<file path="src/rs_pkg.sv">
// Shared types and constants for the reservoir sampler.
// Holds the transaction payload structs and default sizes; no dependencies.
package rs_pkg;

    localparam int DEPTH_DEFAULT = 16;
    localparam int RESULT_LIMIT  = 16;
    localparam int SIZE_W        = 5;
    localparam logic [SIZE_W-1:0] SIZE_RESET = 5'd16;

    localparam logic ACT_OFFER = 1'b0;
    localparam logic ACT_FLUSH = 1'b1;

    typedef struct packed {
        logic               action;
        logic signed [31:0] item_value;
        logic        [31:0] random_word;
    } rs_in_t;

    typedef struct packed {
        logic signed [31:0] sample_value;
        logic        [3:0]  slot_index;
        logic               run_last;
        logic               reservoir_empty;
        logic        [31:0] total_seen;
    } rs_out_t;

endpackage

</file>
<file path="src/rs_ram.sv">
// Generic single-port-write, single-port-read RAM with a registered read.
// No dependencies.
module rs_ram #(
    parameter int WIDTH = 32,
    parameter int DEPTH = 16
) (
    input  logic                                  clk,
    input  logic                                  we,
    input  logic [(DEPTH > 1 ? $clog2(DEPTH) : 1)-1:0] waddr,
    input  logic [WIDTH-1:0]                      wdata,
    input  logic [(DEPTH > 1 ? $clog2(DEPTH) : 1)-1:0] raddr,
    output logic [WIDTH-1:0]                      rdata
);

    logic [WIDTH-1:0] mem [DEPTH];
    logic [WIDTH-1:0] rdata_reg;

    always_ff @(posedge clk)
    begin
        if (we)
        begin
            mem[waddr] <= wdata;
        end
        rdata_reg <= mem[raddr];
    end

    assign rdata = rdata_reg;

endmodule

</file>
<file path="src/rs_mod_unit.sv">
// Bit-serial restoring modulo unit: remainder of a 32-bit dividend by a 33-bit divisor.
// One quotient bit per cycle; depends on no package.
module rs_mod_unit (
    input  logic        clk,
    input  logic        rst_n,
    input  logic        start,
    input  logic [31:0] dividend,
    input  logic [32:0] divisor,
    output logic        done,
    output logic [31:0] remainder
);

    logic        busy_reg;
    logic        done_reg;
    logic [4:0]  cnt_reg;
    logic [31:0] dvd_reg;
    logic [32:0] dsr_reg;
    logic [31:0] rem_reg;
    logic [32:0] trial;
    logic [32:0] diff;
    logic [31:0] rem_next;

    always_comb
    begin
        trial = {rem_reg, dvd_reg[31]};
        diff  = trial - dsr_reg;
        if (trial >= dsr_reg)
        begin
            rem_next = diff[31:0];
        end
        else
        begin
            rem_next = trial[31:0];
        end
    end

    always_ff @(posedge clk or negedge rst_n)
    begin
        if (!rst_n)
        begin
            busy_reg <= 1'b0;
            done_reg <= 1'b0;
            cnt_reg  <= '0;
        end
        else
        begin
            done_reg <= 1'b0;
            if (start)
            begin
                busy_reg <= 1'b1;
                cnt_reg  <= '0;
            end
            else if (busy_reg)
            begin
                cnt_reg <= cnt_reg + 5'd1;
                if (cnt_reg == 5'd31)
                begin
                    busy_reg <= 1'b0;
                    done_reg <= 1'b1;
                end
            end
        end
    end

    always_ff @(posedge clk)
    begin
        if (start)
        begin
            dvd_reg <= dividend;
            dsr_reg <= divisor;
            rem_reg <= '0;
        end
        else if (busy_reg)
        begin
            dvd_reg <= {dvd_reg[30:0], 1'b0};
            rem_reg <= rem_next;
        end
    end

    assign done      = done_reg;
    assign remainder = rem_reg;

endmodule

</file>
<file path="src/reservoir_sampler.sv">
// Reservoir sampler: keeps a uniform random sample of the offered stream items.
// Offer while filling: written in S_WRITE. Offer after the reservoir is full: S_MOD waits for
// the 32-step serial modulo of the random word by the running count; S_WRITE if below the size.
// Flush: each reported slot waits in S_FL_READ for a free result register, then S_FL_LOAD.
// Reset clears the count and sets the size to 16; the sample memory is not cleared.
module reservoir_sampler #(
    parameter int RESERVOIR_DEPTH = rs_pkg::DEPTH_DEFAULT
) (
    input  logic                clk,
    input  logic                rst_n,
    input  logic                item_valid,
    output logic                item_ready,
    input  rs_pkg::rs_in_t      item,
    output logic                result_valid,
    input  logic                result_ready,
    output rs_pkg::rs_out_t     result,
    input  logic                cfg_we,
    input  logic [rs_pkg::SIZE_W-1:0] cfg_wdata
);

    import rs_pkg::*;

    localparam int AW       = (RESERVOIR_DEPTH > 1) ? $clog2(RESERVOIR_DEPTH) : 1;
    localparam int SLOT_MAX = (RESERVOIR_DEPTH < RESULT_LIMIT) ? RESERVOIR_DEPTH
                                                               : RESULT_LIMIT;

    typedef enum logic [2:0] {
        S_IDLE,
        S_MOD,
        S_WRITE,
        S_FL_READ,
        S_FL_LOAD
    } state_t;

    state_t            state_reg;
    logic [SIZE_W-1:0] size_reg;
    logic [31:0]       items_seen_reg;
    logic [31:0]       item_reg;
    logic [4:0]        slot_reg;
    logic [4:0]        filled_reg;
    logic [31:0]       total_reg;
    logic [3:0]        k_reg;
    logic              result_valid_reg;
    rs_out_t           result_reg;

    logic [4:0]  n_eff;
    logic        item_accept;
    logic        filling;
    logic        out_free;
    logic        last_slot;
    logic        mod_start;
    logic        mod_done;
    logic [31:0] mod_rem;
    logic [32:0] mod_divisor;
    logic        ram_we;
    logic [31:0] ram_rdata;

    always_comb
    begin
        if (size_reg == '0)
        begin
            n_eff = 5'd1;
        end
        else if (size_reg > 5'(SLOT_MAX))
        begin
            n_eff = 5'(SLOT_MAX);
        end
        else
        begin
            n_eff = size_reg;
        end
    end

    assign item_ready  = (state_reg == S_IDLE);
    assign item_accept = item_valid && item_ready;
    assign filling     = items_seen_reg < {27'd0, n_eff};
    assign out_free    = !result_valid_reg || result_ready;
    assign last_slot   = ({1'b0, k_reg} + 5'd1) == filled_reg;
    assign mod_start   = item_accept && (item.action == ACT_OFFER) && !filling;
    assign mod_divisor = {1'b0, items_seen_reg} + 33'd1;
    assign ram_we      = (state_reg == S_WRITE);

    rs_mod_unit u_mod (
        .clk       (clk),
        .rst_n     (rst_n),
        .start     (mod_start),
        .dividend  (item.random_word),
        .divisor   (mod_divisor),
        .done      (mod_done),
        .remainder (mod_rem)
    );

    rs_ram #(
        .WIDTH (32),
        .DEPTH (RESERVOIR_DEPTH)
    ) u_store (
        .clk   (clk),
        .we    (ram_we),
        .waddr (AW'(slot_reg)),
        .wdata (item_reg),
        .raddr (AW'(k_reg)),
        .rdata (ram_rdata)
    );

    always_ff @(posedge clk or negedge rst_n)
    begin
        if (!rst_n)
        begin
            state_reg        <= S_IDLE;
            size_reg         <= SIZE_RESET;
            items_seen_reg   <= '0;
            result_valid_reg <= 1'b0;
            k_reg            <= '0;
            filled_reg       <= '0;
        end
        else
        begin
            if (result_valid_reg && result_ready)
            begin
                result_valid_reg <= 1'b0;
            end
            if (cfg_we)
            begin
                size_reg <= cfg_wdata;
            end
            unique case (state_reg)
                S_IDLE:
                begin
                    if (item_accept)
                    begin
                        if (item.action == ACT_OFFER)
                        begin
                            item_reg <= item.item_value;
                            slot_reg <= items_seen_reg[4:0];
                            if (items_seen_reg != 32'hFFFF_FFFF)
                            begin
                                items_seen_reg <= items_seen_reg + 32'd1;
                            end
                            state_reg <= filling ? S_WRITE : S_MOD;
                        end
                        else
                        begin
                            filled_reg     <= filling ? items_seen_reg[4:0] : n_eff;
                            total_reg      <= items_seen_reg;
                            items_seen_reg <= '0;
                            k_reg          <= '0;
                            state_reg      <= S_FL_READ;
                        end
                    end
                end
                S_MOD:
                begin
                    if (mod_done)
                    begin
                        if (mod_rem < {27'd0, n_eff})
                        begin
                            slot_reg  <= mod_rem[4:0];
                            state_reg <= S_WRITE;
                        end
                        else
                        begin
                            state_reg <= S_IDLE;
                        end
                    end
                end
                S_WRITE:
                begin
                    state_reg <= S_IDLE;
                end
                S_FL_READ:
                begin
                    if (out_free)
                    begin
                        state_reg <= S_FL_LOAD;
                    end
                end
                S_FL_LOAD:
                begin
                    result_valid_reg <= 1'b1;
                    if (filled_reg == '0)
                    begin
                        result_reg.sample_value    <= '0;
                        result_reg.slot_index      <= '0;
                        result_reg.run_last        <= 1'b1;
                        result_reg.reservoir_empty <= 1'b1;
                        result_reg.total_seen      <= '0;
                        state_reg                  <= S_IDLE;
                    end
                    else
                    begin
                        result_reg.sample_value    <= ram_rdata;
                        result_reg.slot_index      <= k_reg;
                        result_reg.run_last        <= last_slot;
                        result_reg.reservoir_empty <= 1'b0;
                        result_reg.total_seen      <= total_reg;
                        if (last_slot)
                        begin
                            state_reg <= S_IDLE;
                        end
                        else
                        begin
                            k_reg     <= k_reg + 4'd1;
                            state_reg <= S_FL_READ;
                        end
                    end
                end
                default:
                begin
                    state_reg <= S_IDLE;
                end
            endcase
        end
    end

    assign result_valid = result_valid_reg;
    assign result       = result_reg;

    // A slot is loaded only when the result register has been freed.
    a_load_free: assert property (@(posedge clk) disable iff (!rst_n)
        state_reg == S_FL_LOAD |-> !result_valid_reg)
        else $error("result register overwritten before it was taken");

    a_load_valid: assert property (@(posedge clk) disable iff (!rst_n)
        state_reg == S_FL_LOAD |=> result_valid_reg)
        else $error("flush load did not present a result");

    a_mod_state: assert property (@(posedge clk) disable iff (!rst_n)
        mod_done |-> state_reg == S_MOD)
        else $error("modulo finished outside the draw state");

    a_write_slot: assert property (@(posedge clk) disable iff (!rst_n)
        ram_we |-> slot_reg < n_eff)
        else $error("sample write beyond the reservoir size");

    a_empty_last: assert property (@(posedge clk) disable iff (!rst_n)
        result_valid_reg && result_reg.reservoir_empty |-> result_reg.run_last)
        else $error("empty marker not flagged as last");

endmodule

</file>
<file path="config.mk">
export PLATFORM = sky130hd
export DESIGN_NAME = reservoir_sampler
export DESIGN_NICKNAME = d
export VERILOG_FILES = /design/src/rs_pkg.sv /design/src/rs_ram.sv /design/src/rs_mod_unit.sv /design/src/reservoir_sampler.sv
export SDC_FILE = /design/constraint.sdc
export NUM_CORES = 1
export LEC_CHECK = 0
export BUFFER_PORTS_ARGS = -buffer_cell sky130_fd_sc_hd__clkbuf_2
export CORE_MARGIN = 2
export CORE_UTILIZATION = 30
export DETAILED_ROUTE_END_ITERATION = 12
export GPL_TIMING_DRIVEN = 0
export PLACE_DENSITY_LB_ADDON = 0.15
export SLEW_MARGIN = 20
export SYNTH_ARGS = -nofsm -noshare
export SYNTH_HDL_FRONTEND = slang
export SYNTH_SLANG_ARGS = --single-unit
</file>
<file path="constraint.sdc">
create_clock -name clk -period 6.2 [get_ports clk]
set_input_delay 1.86 -clock clk [delete_from_list [all_inputs] [get_ports clk]]
set_output_delay 1.86 -clock clk [all_outputs]
set_load 0.005 [all_outputs]
</file>
[Word level (Yosys, flattened, before mapping)]
Memories as Yosys holds them, arrays and structs flattened. A register that Yosys moved wholly into a read port is not among the register bits.
Cells that the tools add are included.
Cells by class
  eq/ne operators: 15
  bitwise logic cells: 1
  magnitude comparators: 4
  mux-type cells: 40
  $add $sub $neg: 6
  reduce and logical (&&, ||, !) cells: 23
Operators by type and width (number)
  $mux 32: 5
  $lt 32x5->1: 2
  $add 32x1->33 const B: 1
  $ge 33x33->1: 1
  $mux 33: 1
  $add 32x1->32 const B: 1
  $mux 4: 8
  $ne 32x32->1 const B: 1
  $sub 32x32->32: 1
  $mux 5: 5
  $pmux 4 s2: 2
  $pmux 3 s4: 1
  $logic_not 5->1: 2
  $mux 1: 10
  $mux 2: 5
  $ne 2x2->1 const B: 5
  $reduce_bool 2->1: 5
  $mux 3: 3
  $reduce_and 3->1: 3
  $reduce_and 4->1: 2
  $eq 3x2->1 const B: 2
  $ne 2x1->1 const B: 3
  $reduce_and 6->1: 1
  $add 4x1->5 const B: 1
  14 further kinds: 18
Word-level totals
  memories kept: 1
  output and inout bits: 72
  word-level logic and storage cells: 110
  memory bits (writable): 512
  input bits: 75
  register bits after elaboration: 292
Memories
  u_store.mem: words 16, bits a word 32, read ports 1, clocked after Yosys merged registers in 1, write ports 1, RTL line rs_ram.sv:15  | logic [WIDTH-1:0] mem [DEPTH];

[Depth between registers and ports, before layout]
  depth after elaboration: 8
  gate-level depth with buffers: 13
  depth with buffers taken out: 12

[Cells and area by module]
A second synthesis with hierarchy kept.
Second synthesis, totals
  cell total of the unflattened synthesis: 2050
  area total of the unflattened synthesis: 34224.1 sq um
By module, submodules not included
  rs_ram: times used 1, cells each 838, sequential area each 16015.4 sq um, area each 19835.3 sq um
  reservoir_sampler: times used 1, cells each 641, sequential area each 5396.4 sq um, area each 8415.6 sq um
  rs_mod_unit: times used 1, cells each 571, sequential area each 2767.7 sq um, area each 5973.2 sq um

[Worst setup path before layout]
No wires, ideal clock.
  path kind: register -> register
  from: register state_reg[1]
  to: memory u_store.mem[0][0], enable pin
  setup time: 0.461 ns
  path buffers: 1
  cell stages (with the launch flop): 5
  arrival: 3.620 ns
  path slack: 2.119 ns
  cell sequence: dfrtp_1 > clkbuf_1 > or3b_2 > or3_1 > nor3_1
On the way
  cells in the longest elaborated chain, start to end: 3
Ends and longest elaborated chain
  start, declared: RTL line reservoir_sampler.sv:35  | state_t state_reg;
  start signal, assigned: RTL line reservoir_sampler.sv:139  | state_reg <= filling ? S_WRITE : S_MOD;
  $eq 3x2->1: RTL line reservoir_sampler.sv:81  | assign ram_we = (state_reg == S_WRITE);
  $mux 1: RTL line rs_ram.sv:20  | if (we)
  $mux 1 (implied by the code): RTL line rs_ram.sv:22  | mem[waddr] <= wdata;
  end, declared: RTL line rs_ram.sv:15
No other way between the ends.

[Final worst setup path]
  from: register state_reg[1]
  to: output port item_ready
On the way
  cells in the longest elaborated chain, start to end: 1
Ends and longest elaborated chain
  $logic_not 3->1: RTL line reservoir_sampler.sv:74  | assign item_ready = (state_reg == S_IDLE);
  end, declared: RTL line reservoir_sampler.sv:12  | output logic item_ready,
No other way between the ends.

==> summary.txt <==
Power and ir drop
  • Leakage: 14.1 nW
  • Power share of the combinational group: a little under a quarter
  • Flop pwr share: ~42%
  • Max VDD drop: between 0.0002 and 0.00025 V
  • Total Power: ~17 mW
  • Psw: about 5 mW
  • Net Sw Frac: 29.6%
  • Clock share of power: 34.3%
  • PwrDens: about 400 nW/um^2
  • Internal power: 11.7 mW

Worst setup path
  • Crit. End Element: output port
  • Critical-path cell list: clkbuf_1 > or3_1 > inv_1 > clkbuf_2
  • Crit-path max FO: 10
  • Slowest CP cell: or3_1
  • Startpoint types: flip-flop
  • CP Data Required Time: 4.34 ns
  • Critical path type: reg -> out
  • Slowest stage delay, CP: 0.45 ns
  • Arr. time, crit path: 2.06 ns

Global routing
  • Total gr overflow: 0
  • Gr usage total: 15.6%
  • Largest net degree at the start of global routing: 48
  • Number of global-route vias before repair: 19607
  • Initial antenna violation count: 6
  • First-pass GRT wire length: 132000 um

Place
  • Port-buffer cells: 145
  • Placed instance count: 3728
  • RePlAce Congestion: roughly 0.8
  • DP Wirelength: 61300 um

Finish
  • Share of cells above drive strength 1: about 25%
  • Non-Filler Instances: 3902
  • Nets@finish: approximately 2400
  • Largest register FFs: 512
  • Layout Area Growth over Synthesis: 20.3%

Synth
  • Cell with the most instances after synthesis: edfxtp_1
  • Post-synthesis sequential area ratio: 71.6%
  • Synth top area share: 63.6%
  • Syn Nets: 2154
  • Netlist Area Pre-Place: 33800 um^2
  • Post-synth EDFFs: 715
  • Yosys warns: 0
  • Asr flop ratio synth: roughly 7%
  • Largest area contributor in the netlist: edfxtp_1
  • Leading post-synthesis cells by cell area: edfxtp_1 (64%), mux4_2 (11%), dfrtp_1 (4.1%), dfxtp_1 (3.8%), nand2_1 (2.0%)
  • Post-synth cell types: 79
  • Yosys reg bits: about 840
  • Syn Area/Cell: roughly 17 um^2
  • List of most frequent post-synthesis cells: edfxtp_1 (715), nand2_1 (179), mux4_2 (160)
  • Top FF cell, synth: edfxtp_1
  • Post-Syn Instances: 2033

Clocking
  • Cts hold-fix bufs: 0
  • CTS root buf: clkbuf_16
  • Clk sink count: around 840
  • CTS tree: done
  • Max clock buf depth: 3
  • CTS clock-pin slew for the worst setup and hold paths: about 0.060 ns
  • H-tree depth: 3
  • Post-CTS Resized: 0
  • Setup Buffers After CTS: 0
  • Worst-skew pair later-pin latency: around 0.67 ns
  • CTS buffer count: 94

Detailed routing
  • DRT Wirelength: between 80000 and 90000 um
  • DRT iter0 DRCs: 1434
  • Via Count: 18753
  • Remaining antenna violation count: 0
  • Detailed-route DRC error count: 0
  • WL per Instance: roughly 23 um
  • Drt pass-1 iters: 5
  • Avg Vias per Cell: 4.81

Timing
  • Setup Viol. Count Final: 0
  • Slew @ Worst Pin: 1.05 ns
  • Rel. slew slack: between 30% and 40%
  • Fin. max-slew vios: 0
  • Final Skew: 0.0336 ns
  • Unrepaired setup endpoints after global routing: false
  • Period utilization: between 60% and 70%
  • Period minus WS final: roughly 4 ns
  • Hold Fails Final Rpt: 0
  • Maximum clock frequency: 0.255 GHz

Floorplan
  • Std-Cell Rows: 123
  • Starting density of the core: a little under a third
  • Area of the core: 112000 um^2
  • Ports: between 100 and 150
  • Die width: ~340 um
  • Die Ht: roughly 340 um
  • Die footprint: 115000 um^2

Job
  • Max cap viols: 0

Min path
  • Min-delay worst type: reg -> reg

Run status
  • Run status: finished, final reports clean
==> metrics by stage <==
step           instance area (um^2)  TNS [ns]  hold WS, ns  worst slack [ns]  utilization [%]
3_3_place_gp                  36400   -239.35        0.441             -1.61             32.5
4_1_cts                       40600         0        0.450              2.23             36.3
5_1_grt                       40600         0        0.459              2.15             36.3
2_1_floorplan                 33800         0        0.420              2.12                -
6_report                      40600         0        0.450              2.28             36.3
3_5_place_dp                  37400         0        0.436              1.61             33.4
==> cells by family (layout without fill, tap and decap cells) <==
logic type / count (synthesis) / after routing / share of synthesized area [%]
compound gates: 275 / 275 / 4.89
xor+xnor: 64 / 64 / 1.66
mux: 183 / 183 / 11.4
other cells: 0 / 1 / 0
buf+inv: 147 / 515 / 1.86
simple gates: 482 / 482 / 6.88
fa+ha+maj: 46 / 46 / 1.73
flops: 836 / 836 / 71.6
==> layout by cell type, fill, tap and decap left out, types with 14 or more instances in the layout <==
master / instances
o21ai_0: 82
clkbuf_1: 60
dfrtp_1: 56
clkinv_2: 25
nand3_1: 23
buf_2: 28
mux4_2: 160
mux2i_1: 14
buf_16: 24
nor2_1: 98
nand4_1: 15
ha_1: 45
a21oi_1: 98
buf_4: 23
nor4_1: 15
nor2b_1: 74
xor2_1: 34
dfxtp_1: 64
nand2_1: 178
clkbuf_2: 150
edfxtp_1: 715
clkbuf_16: 94
inv_1: 54
xnor2_1: 30
==> cell type report <==
type,instances,area [um^2]
Antenna cell,1,2.50
Buffer,89,423
Clock buffer,114,2500
Clock inverter,59,699
Fill cell,10675,71400
Inverter,58,218
Multi-Input combinational cell,1050,9090
Sequential cell,836,24200
Tap cell,1500,1880
Timing Repair Buffer,195,1650
==> power groups by stage <==
stage / clock network [mW] / registers (mW) / logic (mW)
5_1_grt: 6.10 / 7.07 / 4.35
6_report: 5.71 / 7.01 / 3.91
4_1_cts: 5.89 / 7.02 / 3.99
2_1_floorplan: 0 / 6.98 / 2.85
3_5_place_dp: 0 / 7.13 / 3.97
3_3_place_gp: 0 / 7.13 / 3.89
==> per-layer routing <==
layer  global-route usage, %  vias to the layer above  share of wire [%]
met5                       0                        -                  0
met4                    4.97                        0                2.8
met3                    2.41                      142                4.3
met2                    25.2                      443                 47
met1                    21.5                     9721                 46
li1                        -                     8447                  -
==> path summary, 6_finish.rpt <==
| kind | from | end | slack (ns) | cells after the start |
|---|---|---|---|---|
| max in group asynchronous | rst_n | size_reg[4] | 4.50 | 2 |
| min in group asynchronous | rst_n | items_seen_reg[24] | 1.11 | 1 |
| hold reg to reg | items_seen_reg[20] | total_reg[20] | 0.45 | 0 |
| setup / recovery | state_reg[1] | item_ready | 2.28 | 4 |
| hold / removal | items_seen_reg[20] | total_reg[20] | 0.45 | 0 |
| setup reg to reg | filled_reg[0] | result[64] | 2.52 | 5 |
==> worst max-delay path, delay by kind of cell, from the launching register on <==
kind / cells / cell delay (ns)
buf+inv: 3 / 0.61
simple gates: 1 / 0.45
flops: 1 / 0.35
No activity file was read; power rests on OpenSTA's default activity.
